--- config.mk ---
export PLATFORM = sky130hd
export DESIGN_NAME = batch_log_record_deframer_unit_flat
export DESIGN_NICKNAME = d
export VERILOG_FILES = /design/src/rtl/core/bld_pkg.sv /design/src/rtl/core/bld_in_if.sv /design/src/rtl/core/bld_out_if.sv /design/src/rtl/core/bld_front.sv /design/src/rtl/core/bld_queue.sv /design/src/rtl/core/bld_back.sv /design/src/rtl/core/batch_log_record_deframer_unit.sv /design/src/flat_wrapper.sv
export SDC_FILE = /design/constraint.sdc
export NUM_CORES = 1
export LEC_CHECK = 0
export BUFFER_PORTS_ARGS = -buffer_cell sky130_fd_sc_hd__buf_2
export CORE_MARGIN = 2
export CORE_UTILIZATION = 45
export CTS_BUF_LIST = sky130_fd_sc_hd__clkbuf_2 sky130_fd_sc_hd__clkbuf_4 sky130_fd_sc_hd__clkbuf_8
export DETAILED_ROUTE_END_ITERATION = 12
export GPL_ROUTABILITY_DRIVEN = 0
export MAX_ROUTING_LAYER = met4
export PLACE_DENSITY_LB_ADDON = 0.12
export SETUP_SLACK_MARGIN = 0.15
export SYNTH_ARGS = -nofsm -noshare
export SYNTH_HDL_FRONTEND = slang
export SYNTH_HIERARCHICAL = 1
export SYNTH_SLANG_ARGS = --single-unit
--- constraint.sdc ---
create_clock -name clk -period 5.05 [get_ports clk]
set_input_delay 1.515 -clock clk [delete_from_list [all_inputs] [get_ports clk]]
set_output_delay 1.515 -clock clk [all_outputs]
set_load 0.1 [all_outputs]
--- src/rtl/core/bld_pkg.sv ---
// shared types and constants of the batch log record deframer
package bld_pkg;

    localparam logic [31:0] MAX_COUNT_RESET = 32'd16777216;

    // header bytes, byte 0 in the low bits
    localparam logic [63:0] HDR_WORD = 64'h0A31_5742_4244_5453;

    localparam logic [3:0] CLS_HDR     = 4'd0;
    localparam logic [3:0] CLS_DCNT    = 4'd1;
    localparam logic [3:0] CLS_DKLEN   = 4'd2;
    localparam logic [3:0] CLS_DKEY    = 4'd3;
    localparam logic [3:0] CLS_PCNT    = 4'd4;
    localparam logic [3:0] CLS_PKLEN   = 4'd5;
    localparam logic [3:0] CLS_PKEY    = 4'd6;
    localparam logic [3:0] CLS_PVLEN   = 4'd7;
    localparam logic [3:0] CLS_PVAL    = 4'd8;
    localparam logic [3:0] CLS_IGNORED = 4'd9;

    localparam logic [3:0] ERR_NONE       = 4'd0;
    localparam logic [3:0] ERR_HEADER     = 4'd1;
    localparam logic [3:0] ERR_DCNT_SHORT = 4'd2;
    localparam logic [3:0] ERR_DCNT_LARGE = 4'd3;
    localparam logic [3:0] ERR_DKLEN_SHORT = 4'd4;
    localparam logic [3:0] ERR_DKEY_TRUNC = 4'd5;
    localparam logic [3:0] ERR_PCNT_SHORT = 4'd6;
    localparam logic [3:0] ERR_PCNT_LARGE = 4'd7;
    localparam logic [3:0] ERR_PKLEN_SHORT = 4'd8;
    localparam logic [3:0] ERR_PKEY_TRUNC = 4'd9;
    localparam logic [3:0] ERR_PVLEN_SHORT = 4'd10;
    localparam logic [3:0] ERR_PVAL_TRUNC = 4'd11;
    localparam logic [3:0] ERR_TRAILING   = 4'd12;

    localparam logic [1:0] ST_BUSY   = 2'd0;
    localparam logic [1:0] ST_OK     = 2'd1;
    localparam logic [1:0] ST_REJECT = 2'd2;

    typedef struct packed {
        logic [7:0] data_byte;
        logic       last_byte;
        logic [7:0] hdr_hit;
    } bld_item_t;

endpackage

--- src/rtl/core/bld_in_if.sv ---
// raw record byte channel
interface bld_in_if;
    logic       valid;
    logic       ready;
    logic [7:0] data_byte;
    logic       last_byte;

    modport source (output valid, output data_byte, output last_byte, input ready);
    modport sink (input valid, input data_byte, input last_byte, output ready);
endinterface

--- src/rtl/core/bld_out_if.sv ---
// tagged byte channel
interface bld_out_if;
    logic       valid;
    logic       ready;
    logic [7:0] out_byte;
    logic [3:0] byte_class;
    logic       field_end;
    logic       empty_field;
    logic [1:0] status;
    logic [3:0] error_code;

    modport source (
        output valid, output out_byte, output byte_class, output field_end,
        output empty_field, output status, output error_code, input ready
    );
    modport sink (
        input valid, input out_byte, input byte_class, input field_end,
        input empty_field, input status, input error_code, output ready
    );
endinterface

--- src/rtl/core/bld_front.sv ---
// front end: takes input items and precomputes header byte matches
module bld_front
    import bld_pkg::*;
(
    bld_in_if.sink    record_bytes,
    input  logic      queue_full,
    output logic      push,
    output bld_item_t push_item
);

    always_comb
    begin
        for (int i = 0; i < 8; i++)
        begin
            push_item.hdr_hit[i] = (record_bytes.data_byte == HDR_WORD[8*i +: 8]);
        end
        push_item.data_byte = record_bytes.data_byte;
        push_item.last_byte = record_bytes.last_byte;
    end

    assign record_bytes.ready = !queue_full;
    assign push = record_bytes.valid && !queue_full;

endmodule

--- src/rtl/core/bld_queue.sv ---
// small queue between front end and parser
module bld_queue
    import bld_pkg::*;
#(
    parameter int DEPTH = 4
)
(
    input  logic      clk,
    input  logic      rst_n,
    input  logic      push,
    input  bld_item_t push_item,
    input  logic      pop,
    output bld_item_t head,
    output logic      empty,
    output logic      full
);

    localparam int AW = (DEPTH > 1) ? $clog2(DEPTH) : 1;
    localparam int CW = $clog2(DEPTH + 1);

    bld_item_t       mem [DEPTH];
    logic [AW-1:0]   wr_ptr_reg;
    logic [AW-1:0]   rd_ptr_reg;
    logic [CW-1:0]   count_reg;

    function automatic logic [AW-1:0] ptr_inc(input logic [AW-1:0] p);
        ptr_inc = (p == AW'(DEPTH - 1)) ? '0 : p + AW'(1);
    endfunction

    assign empty = (count_reg == '0);
    assign full  = (count_reg == CW'(DEPTH));
    assign head  = mem[rd_ptr_reg];

    always_ff @(posedge clk)
    begin
        if (push)
        begin
            mem[wr_ptr_reg] <= push_item;
        end
    end

    always_ff @(posedge clk or negedge rst_n)
    begin
        if (!rst_n)
        begin
            wr_ptr_reg <= '0;
            rd_ptr_reg <= '0;
            count_reg  <= '0;
        end
        else
        begin
            if (push)
            begin
                wr_ptr_reg <= ptr_inc(wr_ptr_reg);
            end
            if (pop)
            begin
                rd_ptr_reg <= ptr_inc(rd_ptr_reg);
            end
            if (push && !pop)
            begin
                count_reg <= count_reg + CW'(1);
            end
            else if (pop && !push)
            begin
                count_reg <= count_reg - CW'(1);
            end
        end
    end

endmodule

--- src/rtl/core/bld_back.sv ---
// parser: walks the record framing and drives the output register
module bld_back
    import bld_pkg::*;
(
    input  logic        clk,
    input  logic        rst_n,
    input  logic        cfg_we,
    input  logic [31:0] cfg_wdata,
    input  bld_item_t   head,
    input  logic        empty,
    output logic        pop,
    bld_out_if.source   tagged_bytes
);

    typedef enum logic [3:0] {
        PH_HDR   = CLS_HDR,
        PH_DCNT  = CLS_DCNT,
        PH_DKLEN = CLS_DKLEN,
        PH_DKEY  = CLS_DKEY,
        PH_PCNT  = CLS_PCNT,
        PH_PKLEN = CLS_PKLEN,
        PH_PKEY  = CLS_PKEY,
        PH_PVLEN = CLS_PVLEN,
        PH_PVAL  = CLS_PVAL,
        PH_END   = CLS_IGNORED
    } phase_t;

    phase_t      phase_reg, phase_next;
    logic [2:0]  pos_reg, pos_next;
    logic [31:0] acc_reg, acc_next;
    logic [31:0] field_reg, field_next;
    logic [31:0] entries_reg, entries_next;
    logic [3:0]  err_reg, err_next;
    logic [31:0] max_count_reg;

    logic        valid_reg;
    logic [7:0]  byte_reg;
    logic [3:0]  class_reg, class_next;
    logic        fe_reg, fe_next;
    logic        ef_reg, ef_next;
    logic [1:0]  status_reg, status_next;
    logic [3:0]  code_reg, code_next;

    logic [31:0] word;

    function automatic logic [3:0] short_code(input phase_t ph);
        case (ph)
            PH_HDR:   short_code = ERR_HEADER;
            PH_DCNT:  short_code = ERR_DCNT_SHORT;
            PH_DKLEN: short_code = ERR_DKLEN_SHORT;
            PH_DKEY:  short_code = ERR_DKEY_TRUNC;
            PH_PCNT:  short_code = ERR_PCNT_SHORT;
            PH_PKLEN: short_code = ERR_PKLEN_SHORT;
            PH_PKEY:  short_code = ERR_PKEY_TRUNC;
            PH_PVLEN: short_code = ERR_PVLEN_SHORT;
            PH_PVAL:  short_code = ERR_PVAL_TRUNC;
            default:  short_code = ERR_NONE;
        endcase
    endfunction

    assign pop  = !empty && (!valid_reg || tagged_bytes.ready);
    assign word = acc_reg | (32'(head.data_byte) << {pos_reg[1:0], 3'b000});

    always_comb
    begin
        phase_next   = phase_reg;
        pos_next     = pos_reg;
        acc_next     = acc_reg;
        field_next   = field_reg;
        entries_next = entries_reg;
        err_next     = err_reg;
        class_next   = CLS_IGNORED;
        fe_next      = 1'b0;
        ef_next      = 1'b0;
        status_next  = ST_BUSY;
        code_next    = err_reg;

        if (err_reg == ERR_NONE)
        begin
            case (phase_reg)
                PH_HDR:
                begin
                    class_next = CLS_HDR;
                    if (!head.hdr_hit[pos_reg])
                    begin
                        err_next = ERR_HEADER;
                    end
                    else if (pos_reg == 3'd7)
                    begin
                        phase_next = PH_DCNT;
                        pos_next   = '0;
                        acc_next   = '0;
                    end
                    else
                    begin
                        pos_next = pos_reg + 3'd1;
                    end
                end
                PH_DCNT, PH_DKLEN, PH_PCNT, PH_PKLEN, PH_PVLEN:
                begin
                    class_next = phase_reg;
                    acc_next   = word;
                    if (pos_reg < 3'd3)
                    begin
                        pos_next = pos_reg + 3'd1;
                    end
                    else
                    begin
                        fe_next  = 1'b1;
                        pos_next = '0;
                        acc_next = '0;
                        if (phase_reg == PH_DCNT || phase_reg == PH_PCNT)
                        begin
                            if (word > max_count_reg)
                            begin
                                err_next = (phase_reg == PH_DCNT) ? ERR_DCNT_LARGE
                                                                  : ERR_PCNT_LARGE;
                            end
                            else
                            begin
                                entries_next = word;
                                if (phase_reg == PH_DCNT)
                                begin
                                    phase_next = (word == '0) ? PH_PCNT : PH_DKLEN;
                                end
                                else
                                begin
                                    phase_next = (word == '0) ? PH_END : PH_PKLEN;
                                end
                            end
                        end
                        else if (word == '0)
                        begin
                            ef_next = 1'b1;
                            if (phase_reg == PH_PKLEN)
                            begin
                                phase_next = PH_PVLEN;
                            end
                            else
                            begin
                                entries_next = entries_reg - 32'd1;
                                if (phase_reg == PH_DKLEN)
                                begin
                                    phase_next = (entries_reg == 32'd1) ? PH_PCNT : PH_DKLEN;
                                end
                                else
                                begin
                                    phase_next = (entries_reg == 32'd1) ? PH_END : PH_PKLEN;
                                end
                            end
                        end
                        else
                        begin
                            field_next = word;
                            case (phase_reg)
                                PH_DKLEN: phase_next = PH_DKEY;
                                PH_PKLEN: phase_next = PH_PKEY;
                                default:  phase_next = PH_PVAL;
                            endcase
                        end
                    end
                end
                PH_DKEY, PH_PKEY, PH_PVAL:
                begin
                    class_next = phase_reg;
                    field_next = field_reg - 32'd1;
                    if (field_reg == 32'd1)
                    begin
                        fe_next  = 1'b1;
                        pos_next = '0;
                        acc_next = '0;
                        if (phase_reg == PH_PKEY)
                        begin
                            phase_next = PH_PVLEN;
                        end
                        else
                        begin
                            entries_next = entries_reg - 32'd1;
                            if (phase_reg == PH_DKEY)
                            begin
                                phase_next = (entries_reg == 32'd1) ? PH_PCNT : PH_DKLEN;
                            end
                            else
                            begin
                                phase_next = (entries_reg == 32'd1) ? PH_END : PH_PKLEN;
                            end
                        end
                    end
                end
                default:
                begin
                    err_next = ERR_TRAILING;
                end
            endcase
        end

        code_next = err_next;

        if (head.last_byte)
        begin
            if (err_next == ERR_NONE && phase_next != PH_END)
            begin
                code_next = short_code(phase_next);
            end
            status_next  = (code_next != ERR_NONE) ? ST_REJECT : ST_OK;
            phase_next   = PH_HDR;
            pos_next     = '0;
            acc_next     = '0;
            field_next   = '0;
            entries_next = '0;
            err_next     = ERR_NONE;
        end
    end

    always_ff @(posedge clk or negedge rst_n)
    begin
        if (!rst_n)
        begin
            phase_reg     <= PH_HDR;
            pos_reg       <= '0;
            acc_reg       <= '0;
            field_reg     <= '0;
            entries_reg   <= '0;
            err_reg       <= ERR_NONE;
            max_count_reg <= MAX_COUNT_RESET;
            valid_reg     <= 1'b0;
            byte_reg      <= '0;
            class_reg     <= CLS_HDR;
            fe_reg        <= 1'b0;
            ef_reg        <= 1'b0;
            status_reg    <= ST_BUSY;
            code_reg      <= ERR_NONE;
        end
        else
        begin
            if (cfg_we)
            begin
                max_count_reg <= cfg_wdata;
            end
            if (pop)
            begin
                phase_reg   <= phase_next;
                pos_reg     <= pos_next;
                acc_reg     <= acc_next;
                field_reg   <= field_next;
                entries_reg <= entries_next;
                err_reg     <= err_next;
                valid_reg   <= 1'b1;
                byte_reg    <= head.data_byte;
                class_reg   <= class_next;
                fe_reg      <= fe_next;
                ef_reg      <= ef_next;
                status_reg  <= status_next;
                code_reg    <= code_next;
            end
            else if (tagged_bytes.ready)
            begin
                valid_reg <= 1'b0;
            end
        end
    end

    assign tagged_bytes.valid       = valid_reg;
    assign tagged_bytes.out_byte    = byte_reg;
    assign tagged_bytes.byte_class  = class_reg;
    assign tagged_bytes.field_end   = fe_reg;
    assign tagged_bytes.empty_field = ef_reg;
    assign tagged_bytes.status      = status_reg;
    assign tagged_bytes.error_code  = code_reg;

endmodule

--- src/rtl/core/batch_log_record_deframer_unit.sv ---
// top level of the batch log record deframer
// record_bytes carries one record byte per item with last_byte on the final one.
// tagged_bytes returns one item per input item: the byte, its class, field end
// and empty length marks, and on the last byte the status and error code.
// max_count is loaded through cfg_we/cfg_wdata; the user must do so only while
// the block is idle, as the block does not enforce it. an accepted item enters
// a QUEUE_DEPTH entry queue; the parser takes the queue head and registers its
// result, so an item passes a queue entry and then the output register before
// it appears on tagged_bytes. throughput is one item per cycle while
// tagged_bytes is ready, set by the parser taking one queue entry per cycle
// into the output register. when tagged_bytes stalls, the output register holds
// and the queue fills; record_bytes.ready drops only when the queue is full.
// reset empties the queue, clears the output register and the record state,
// and sets max_count to 16777216. after each last byte the parser is back at
// the header and expects a new record.
module batch_log_record_deframer_unit
    import bld_pkg::*;
#(
    parameter int QUEUE_DEPTH = 4
)
(
    input  logic        clk,
    input  logic        rst_n,
    input  logic        cfg_we,
    input  logic [31:0] cfg_wdata,
    bld_in_if.sink      record_bytes,
    bld_out_if.source   tagged_bytes
);

    logic      push;
    bld_item_t push_item;
    logic      pop;
    bld_item_t head;
    logic      empty;
    logic      full;

    bld_front u_front (
        .record_bytes (record_bytes),
        .queue_full   (full),
        .push         (push),
        .push_item    (push_item)
    );

    bld_queue #(
        .DEPTH (QUEUE_DEPTH)
    ) u_queue (
        .clk       (clk),
        .rst_n     (rst_n),
        .push      (push),
        .push_item (push_item),
        .pop       (pop),
        .head      (head),
        .empty     (empty),
        .full      (full)
    );

    bld_back u_back (
        .clk          (clk),
        .rst_n        (rst_n),
        .cfg_we       (cfg_we),
        .cfg_wdata    (cfg_wdata),
        .head         (head),
        .empty        (empty),
        .pop          (pop),
        .tagged_bytes (tagged_bytes)
    );

endmodule

--- src/flat_wrapper.sv ---
// flat-port wrapper written by rule: the top's interface ports become plain ports
module batch_log_record_deframer_unit_flat import bld_pkg::*;
#(
    parameter int QUEUE_DEPTH = 4
)
  (clk, rst_n, cfg_we, cfg_wdata, record_bytes_valid, record_bytes_data_byte, record_bytes_last_byte, record_bytes_ready, tagged_bytes_valid, tagged_bytes_out_byte, tagged_bytes_byte_class, tagged_bytes_field_end, tagged_bytes_empty_field, tagged_bytes_status, tagged_bytes_error_code, tagged_bytes_ready);
  bld_in_if record_bytes_i ();
  bld_out_if tagged_bytes_i ();
  input  logic clk;
  input  logic rst_n;
  input  logic cfg_we;
  input  logic [31:0] cfg_wdata;
  input wire logic [$bits(record_bytes_i.valid)-1:0] record_bytes_valid;
  input wire logic [$bits(record_bytes_i.data_byte)-1:0] record_bytes_data_byte;
  input wire logic [$bits(record_bytes_i.last_byte)-1:0] record_bytes_last_byte;
  output wire logic [$bits(record_bytes_i.ready)-1:0] record_bytes_ready;
  output wire logic [$bits(tagged_bytes_i.valid)-1:0] tagged_bytes_valid;
  output wire logic [$bits(tagged_bytes_i.out_byte)-1:0] tagged_bytes_out_byte;
  output wire logic [$bits(tagged_bytes_i.byte_class)-1:0] tagged_bytes_byte_class;
  output wire logic [$bits(tagged_bytes_i.field_end)-1:0] tagged_bytes_field_end;
  output wire logic [$bits(tagged_bytes_i.empty_field)-1:0] tagged_bytes_empty_field;
  output wire logic [$bits(tagged_bytes_i.status)-1:0] tagged_bytes_status;
  output wire logic [$bits(tagged_bytes_i.error_code)-1:0] tagged_bytes_error_code;
  input wire logic [$bits(tagged_bytes_i.ready)-1:0] tagged_bytes_ready;
  assign record_bytes_i.valid = record_bytes_valid;
  assign record_bytes_i.data_byte = record_bytes_data_byte;
  assign record_bytes_i.last_byte = record_bytes_last_byte;
  assign record_bytes_ready = record_bytes_i.ready;
  assign tagged_bytes_valid = tagged_bytes_i.valid;
  assign tagged_bytes_out_byte = tagged_bytes_i.out_byte;
  assign tagged_bytes_byte_class = tagged_bytes_i.byte_class;
  assign tagged_bytes_field_end = tagged_bytes_i.field_end;
  assign tagged_bytes_empty_field = tagged_bytes_i.empty_field;
  assign tagged_bytes_status = tagged_bytes_i.status;
  assign tagged_bytes_error_code = tagged_bytes_i.error_code;
  assign tagged_bytes_i.ready = tagged_bytes_ready;
  batch_log_record_deframer_unit #(.QUEUE_DEPTH(QUEUE_DEPTH)) u_core (.clk(clk), .rst_n(rst_n), .cfg_we(cfg_we), .cfg_wdata(cfg_wdata), .record_bytes(record_bytes_i), .tagged_bytes(tagged_bytes_i));
endmodule
==> out/metrics.csv <==
metric,value,unit
mean routed wirelength per cell,20.8,um
largest net degree at the start of global routing,89,
launching instance or port of the critical path,u_core/u_queue/rd_ptr_reg[0],
setup repair after global routing missed its margin,false,
combinational power share,47.9,%
most flop-heavy register,u_core/u_queue/mem,
Crit path required time,5.50,ns
fraction of synthesized cell area taken by the top area cell type,31.9,%
Pleak,6.52,nW
fin nets,1559,
cell types with the highest counts after synthesis,"sky130_fd_sc_hd__o21ai_0, sky130_fd_sc_hd__dfrtp_1, sky130_fd_sc_hd__nand2_1",
area used by multi-input combinational logic,6100,um2
sequential share of power,30.3,%
wire length of the first global-routing pass,60800,um
CP Depth,16,
root buffer selected by CTS,sky130_fd_sc_hd__clkbuf_8,
"Arr. time, crit path",5.11,ns
Post-Route WL,39000,um
number of buffers added by the clock tree synthesis step,43,
Mean Syn Cell Area,9.40,um2
Hold WC Path Type,flop to flop,
clock tree from TritonCTS,yes,
Worst path slowest cell,sky130_fd_sc_hd__mux4_2,
register area share after synthesis,47.9,%
dpl hpwl,27100,um
end point of the critical path,u_core/u_back/tagged_bytes.status[1],
power density of the placed cells,602,nW/um2
cell type with the largest total area after synthesis,sky130_fd_sc_hd__dfrtp_1,
"antenna viol nets, final",0,
overall fraction of global-route tracks in use,26.4,%
library cell with the highest instance count after synthesis,sky130_fd_sc_hd__o21ai_0,
final non-filler cell total,1877,
per-cell via count in the routed design,5.95,
count of unique library cells instantiated by Yosys,83,
count of buffers inserted at the top-level ports,67,
Initial Utilization,45.5,%
reg-to-reg setup timing slack,0.40,ns
number of sinks on the clock net,235,
launching point of the worst reg2reg path,u_core/u_queue/rd_ptr_reg[0],
maximum fanout along the worst path,9,
finished layout cell area,14900,um2
status,"complete, no violations",
relative contribution of the clock network to total power,21.8,%
post-synth design cell area,13000,um2
DR DRC count,0,
Core ar.,28500,um2
Seq cells post-synth,235,
vias,11200,
placed cell count,1797,
maximum clock frequency,215,MHz
area of the die,30300,um2
"Reg clk slew, reported paths",0.06,ns
Fin Setup TNS,0,ns
overall overflow remaining after global route,0,
number of flip-flops in the largest register,68,
number of filler instances in the final layout,2684,
final cycle utilization of the critical path,92.1,%
headroom to the max-slew limit,36.4,%
Buf/Inv on CP,2,
number of antenna violations at the first check in global routing,1,
max capacitance violation total,0,
area delta synth->final,14.3,%
depth of the most critical reg-to-reg path,16,
Detailed Routing Iterations Pass 1,6,
Die Height,174,um
endpoint of the worst-slack reg-to-reg timing path,u_core/u_back/tagged_bytes.status[1],
Post-synth EDFFs,68,
primary flip-flop cell chosen by synthesis mapping,sky130_fd_sc_hd__dfrtp_1,
sort of element at the start of the critical path,flop,
crit-path leading delay family,compound AO/OA/AOI/OAI gates,
switching component of the power,4.07,mW
via count of the first global-routing pass,10500,
largest stage delay on the critical path,0.65,ns
switching share of power,45.5,%
Max VDD drop,0.000347,V
"Worst Path Class, Setup",flop to flop,
endpoints failing hold,0,
Worst setup EP type,flop,
standard cell area after detailed placement,13800,um2
transition at the pin with the smallest max-transition slack,0.951,ns
initial drt markers,1196,
warnings from Yosys,6,
fraction of registers with async set/reset,71.1,%
internal power,4.87,mW
synthesized instance count,1383,
count of endpoints failing setup in the final report,0,
maximum root-to-sink buffer count,3,
worst-case clock skew,0.0281,ns
area of all sequential standard cells,6220,um2
number of placed I/O pins,68,
total number of H-tree levels,2,
top cells by area in the synthesized netlist,"sky130_fd_sc_hd__dfrtp_1, sky130_fd_sc_hd__edfxtp_1, sky130_fd_sc_hd__o21ai_0",
critical path's most frequent cell,sky130_fd_sc_hd__ha_1,
Die Span X,174,um
cells traversed along the worst timing path,buf_4 > mux4_2 > a21o_1 > ha_1 > nor2b_1 > o211ai_1 > a2111oi_4 > o31ai_1 > a31o_2 > a31o_4 > inv_2 > ha_1 > nor3_1 > o32ai_1 > o2111ai_2 > a22o_1,
standard-cell rows,62,
fraction of layout cells with a size suffix above 1,16.6,%
Mapped Nets,1481,
pins over their slew limit,0,
later-pin clock latency in the skew report,0.57,ns
time the final worst path needs with I/O delays and setup,4.65,ns
==> cells by family after synthesis <==
logic type	Yosys count	synth area share (%)
compound gates	434	20.1
xor+xnor	5	0.337
fa+ha+maj	52	5.06
buf+inv	178	5.78
flops	235	47.9
mux	29	4.40
simple gates	450	16.5
==> worst min-delay path: cells and delay by family, from the launching register on <==
family        cells  cell delay, ns
simple gates      2            0.10
flops             1            0.34
==> how the worst min path moves through the flow <==
stage                                             startpoint                                       end  slack (ns)  cells after the start
finish              u_core/u_back/tagged_bytes.byte_class[1]  u_core/u_back/tagged_bytes.byte_class[1]        0.47                      2
global route        u_core/u_back/tagged_bytes.error_code[1]  u_core/u_back/tagged_bytes.error_code[1]        0.50                      1
CTS                 u_core/u_back/tagged_bytes.byte_class[1]  u_core/u_back/tagged_bytes.byte_class[1]        0.47                      2
detailed placement  u_core/u_back/tagged_bytes.error_code[2]  u_core/u_back/tagged_bytes.error_code[2]        0.45                      2
global placement    u_core/u_back/tagged_bytes.byte_class[1]  u_core/u_back/tagged_bytes.byte_class[1]        0.45                      2
floorplan                        u_core/u_queue/count_reg[2]               u_core/u_queue/count_reg[2]        0.46                      1
==> power by group through the flow <==
| stage | sequential (mW) | combinational, mW | clock, mW |
|---|---|---|---|
| CTS | 2.71 | 4.19 | 2.00 |
| floorplan | 3.03 | 2.56 | 0 |
| global placement | 2.73 | 4.14 | 0 |
| detailed placement | 2.73 | 4.17 | 0 |
| finish | 2.71 | 4.28 | 1.95 |
| global route | 2.76 | 4.66 | 2.09 |
==> what timing repair did <==
action,CTS,global route
endpoints found under the setup margin,1,32
buffers inserted,0,3
pin swaps,0,2
hold buffers,0,0
resized for setup,1,16
==> area by class of cell <==
cell class | count | area share (%)
diodes | 1 | 0.0168
repair buffers | 124 | 5.35
inverters | 87 | 2.20
multi-input cells | 970 | 41.0
well taps | 384 | 3.23
flip-flops and latches | 235 | 41.9
clock inverters | 18 | 1.28
clock buffers | 58 | 4.99
==> placed cells by master (no fill, tap or decap), types with 4 or more instances in the layout <==
master / Yosys / final
sky130_fd_sc_hd__buf_2: 6 / 66
sky130_fd_sc_hd__a31oi_1: 21 / 21
sky130_fd_sc_hd__edfxtp_1: 68 / 68
sky130_fd_sc_hd__ha_1: 51 / 51
sky130_fd_sc_hd__nor2_1: 126 / 126
sky130_fd_sc_hd__mux2_2: 8 / 8
sky130_fd_sc_hd__clkinv_1: 1 / 6
sky130_fd_sc_hd__nor4_1: 34 / 32
sky130_fd_sc_hd__nand4_1: 20 / 20
sky130_fd_sc_hd__a22oi_1: 13 / 13
sky130_fd_sc_hd__a21oi_1: 111 / 108
sky130_fd_sc_hd__nor3b_1: 6 / 6
sky130_fd_sc_hd__nor2b_1: 6 / 6
sky130_fd_sc_hd__clkbuf_8: 0 / 49
sky130_fd_sc_hd__and2_1: 14 / 14
sky130_fd_sc_hd__or3_1: 6 / 6
sky130_fd_sc_hd__a22o_1: 5 / 5
sky130_fd_sc_hd__nand2_1: 148 / 148
sky130_fd_sc_hd__o21a_1: 6 / 6
sky130_fd_sc_hd__and3_1: 5 / 5
sky130_fd_sc_hd__clkinv_2: 0 / 6
sky130_fd_sc_hd__o21ai_0: 175 / 175
sky130_fd_sc_hd__clkbuf_4: 0 / 9
sky130_fd_sc_hd__a211oi_1: 4 / 4
sky130_fd_sc_hd__nand2b_1: 8 / 8
sky130_fd_sc_hd__a211o_1: 5 / 5
sky130_fd_sc_hd__a21o_1: 13 / 13
sky130_fd_sc_hd__mux4_2: 10 / 12
sky130_fd_sc_hd__mux4_1: 9 / 7
sky130_fd_sc_hd__o31ai_1: 33 / 32
sky130_fd_sc_hd__nand3_1: 18 / 18
sky130_fd_sc_hd__xor2_1: 4 / 4
sky130_fd_sc_hd__inv_1: 85 / 85
sky130_fd_sc_hd__buf_4: 10 / 55
sky130_fd_sc_hd__nor3_1: 36 / 36
sky130_fd_sc_hd__dfrtp_1: 166 / 165
==> through the flow <==
stage | total power, mW | hold WS, ns | setup slack [ns] | utilization, %
floorplan | 5.59 | 0.456 | 0.696 | -
global placement | 6.87 | 0.448 | 0.191 | 48.5
detailed placement | 6.91 | 0.450 | 0.147 | 48.5
CTS | 8.90 | 0.472 | 0.161 | 51.8
global route | 9.52 | 0.503 | 0.163 | 52.0
finish | 8.94 | 0.469 | 0.397 | 52.0
==> per-layer routing <==
layer | wire (um) | track usage, % | vias up | part of all wire, %
met4 | 1420 | 9.10 | 0 | 3.6
li1 | - | - | 5191 | -
met3 | 2830 | 3.72 | 85 | 7.3
met2 | 17400 | 39.2 | 447 | 45
met1 | 17300 | 37.3 | 5451 | 44
met5 | 0 | - | - | 0
(Power assumes the default switching activity.)
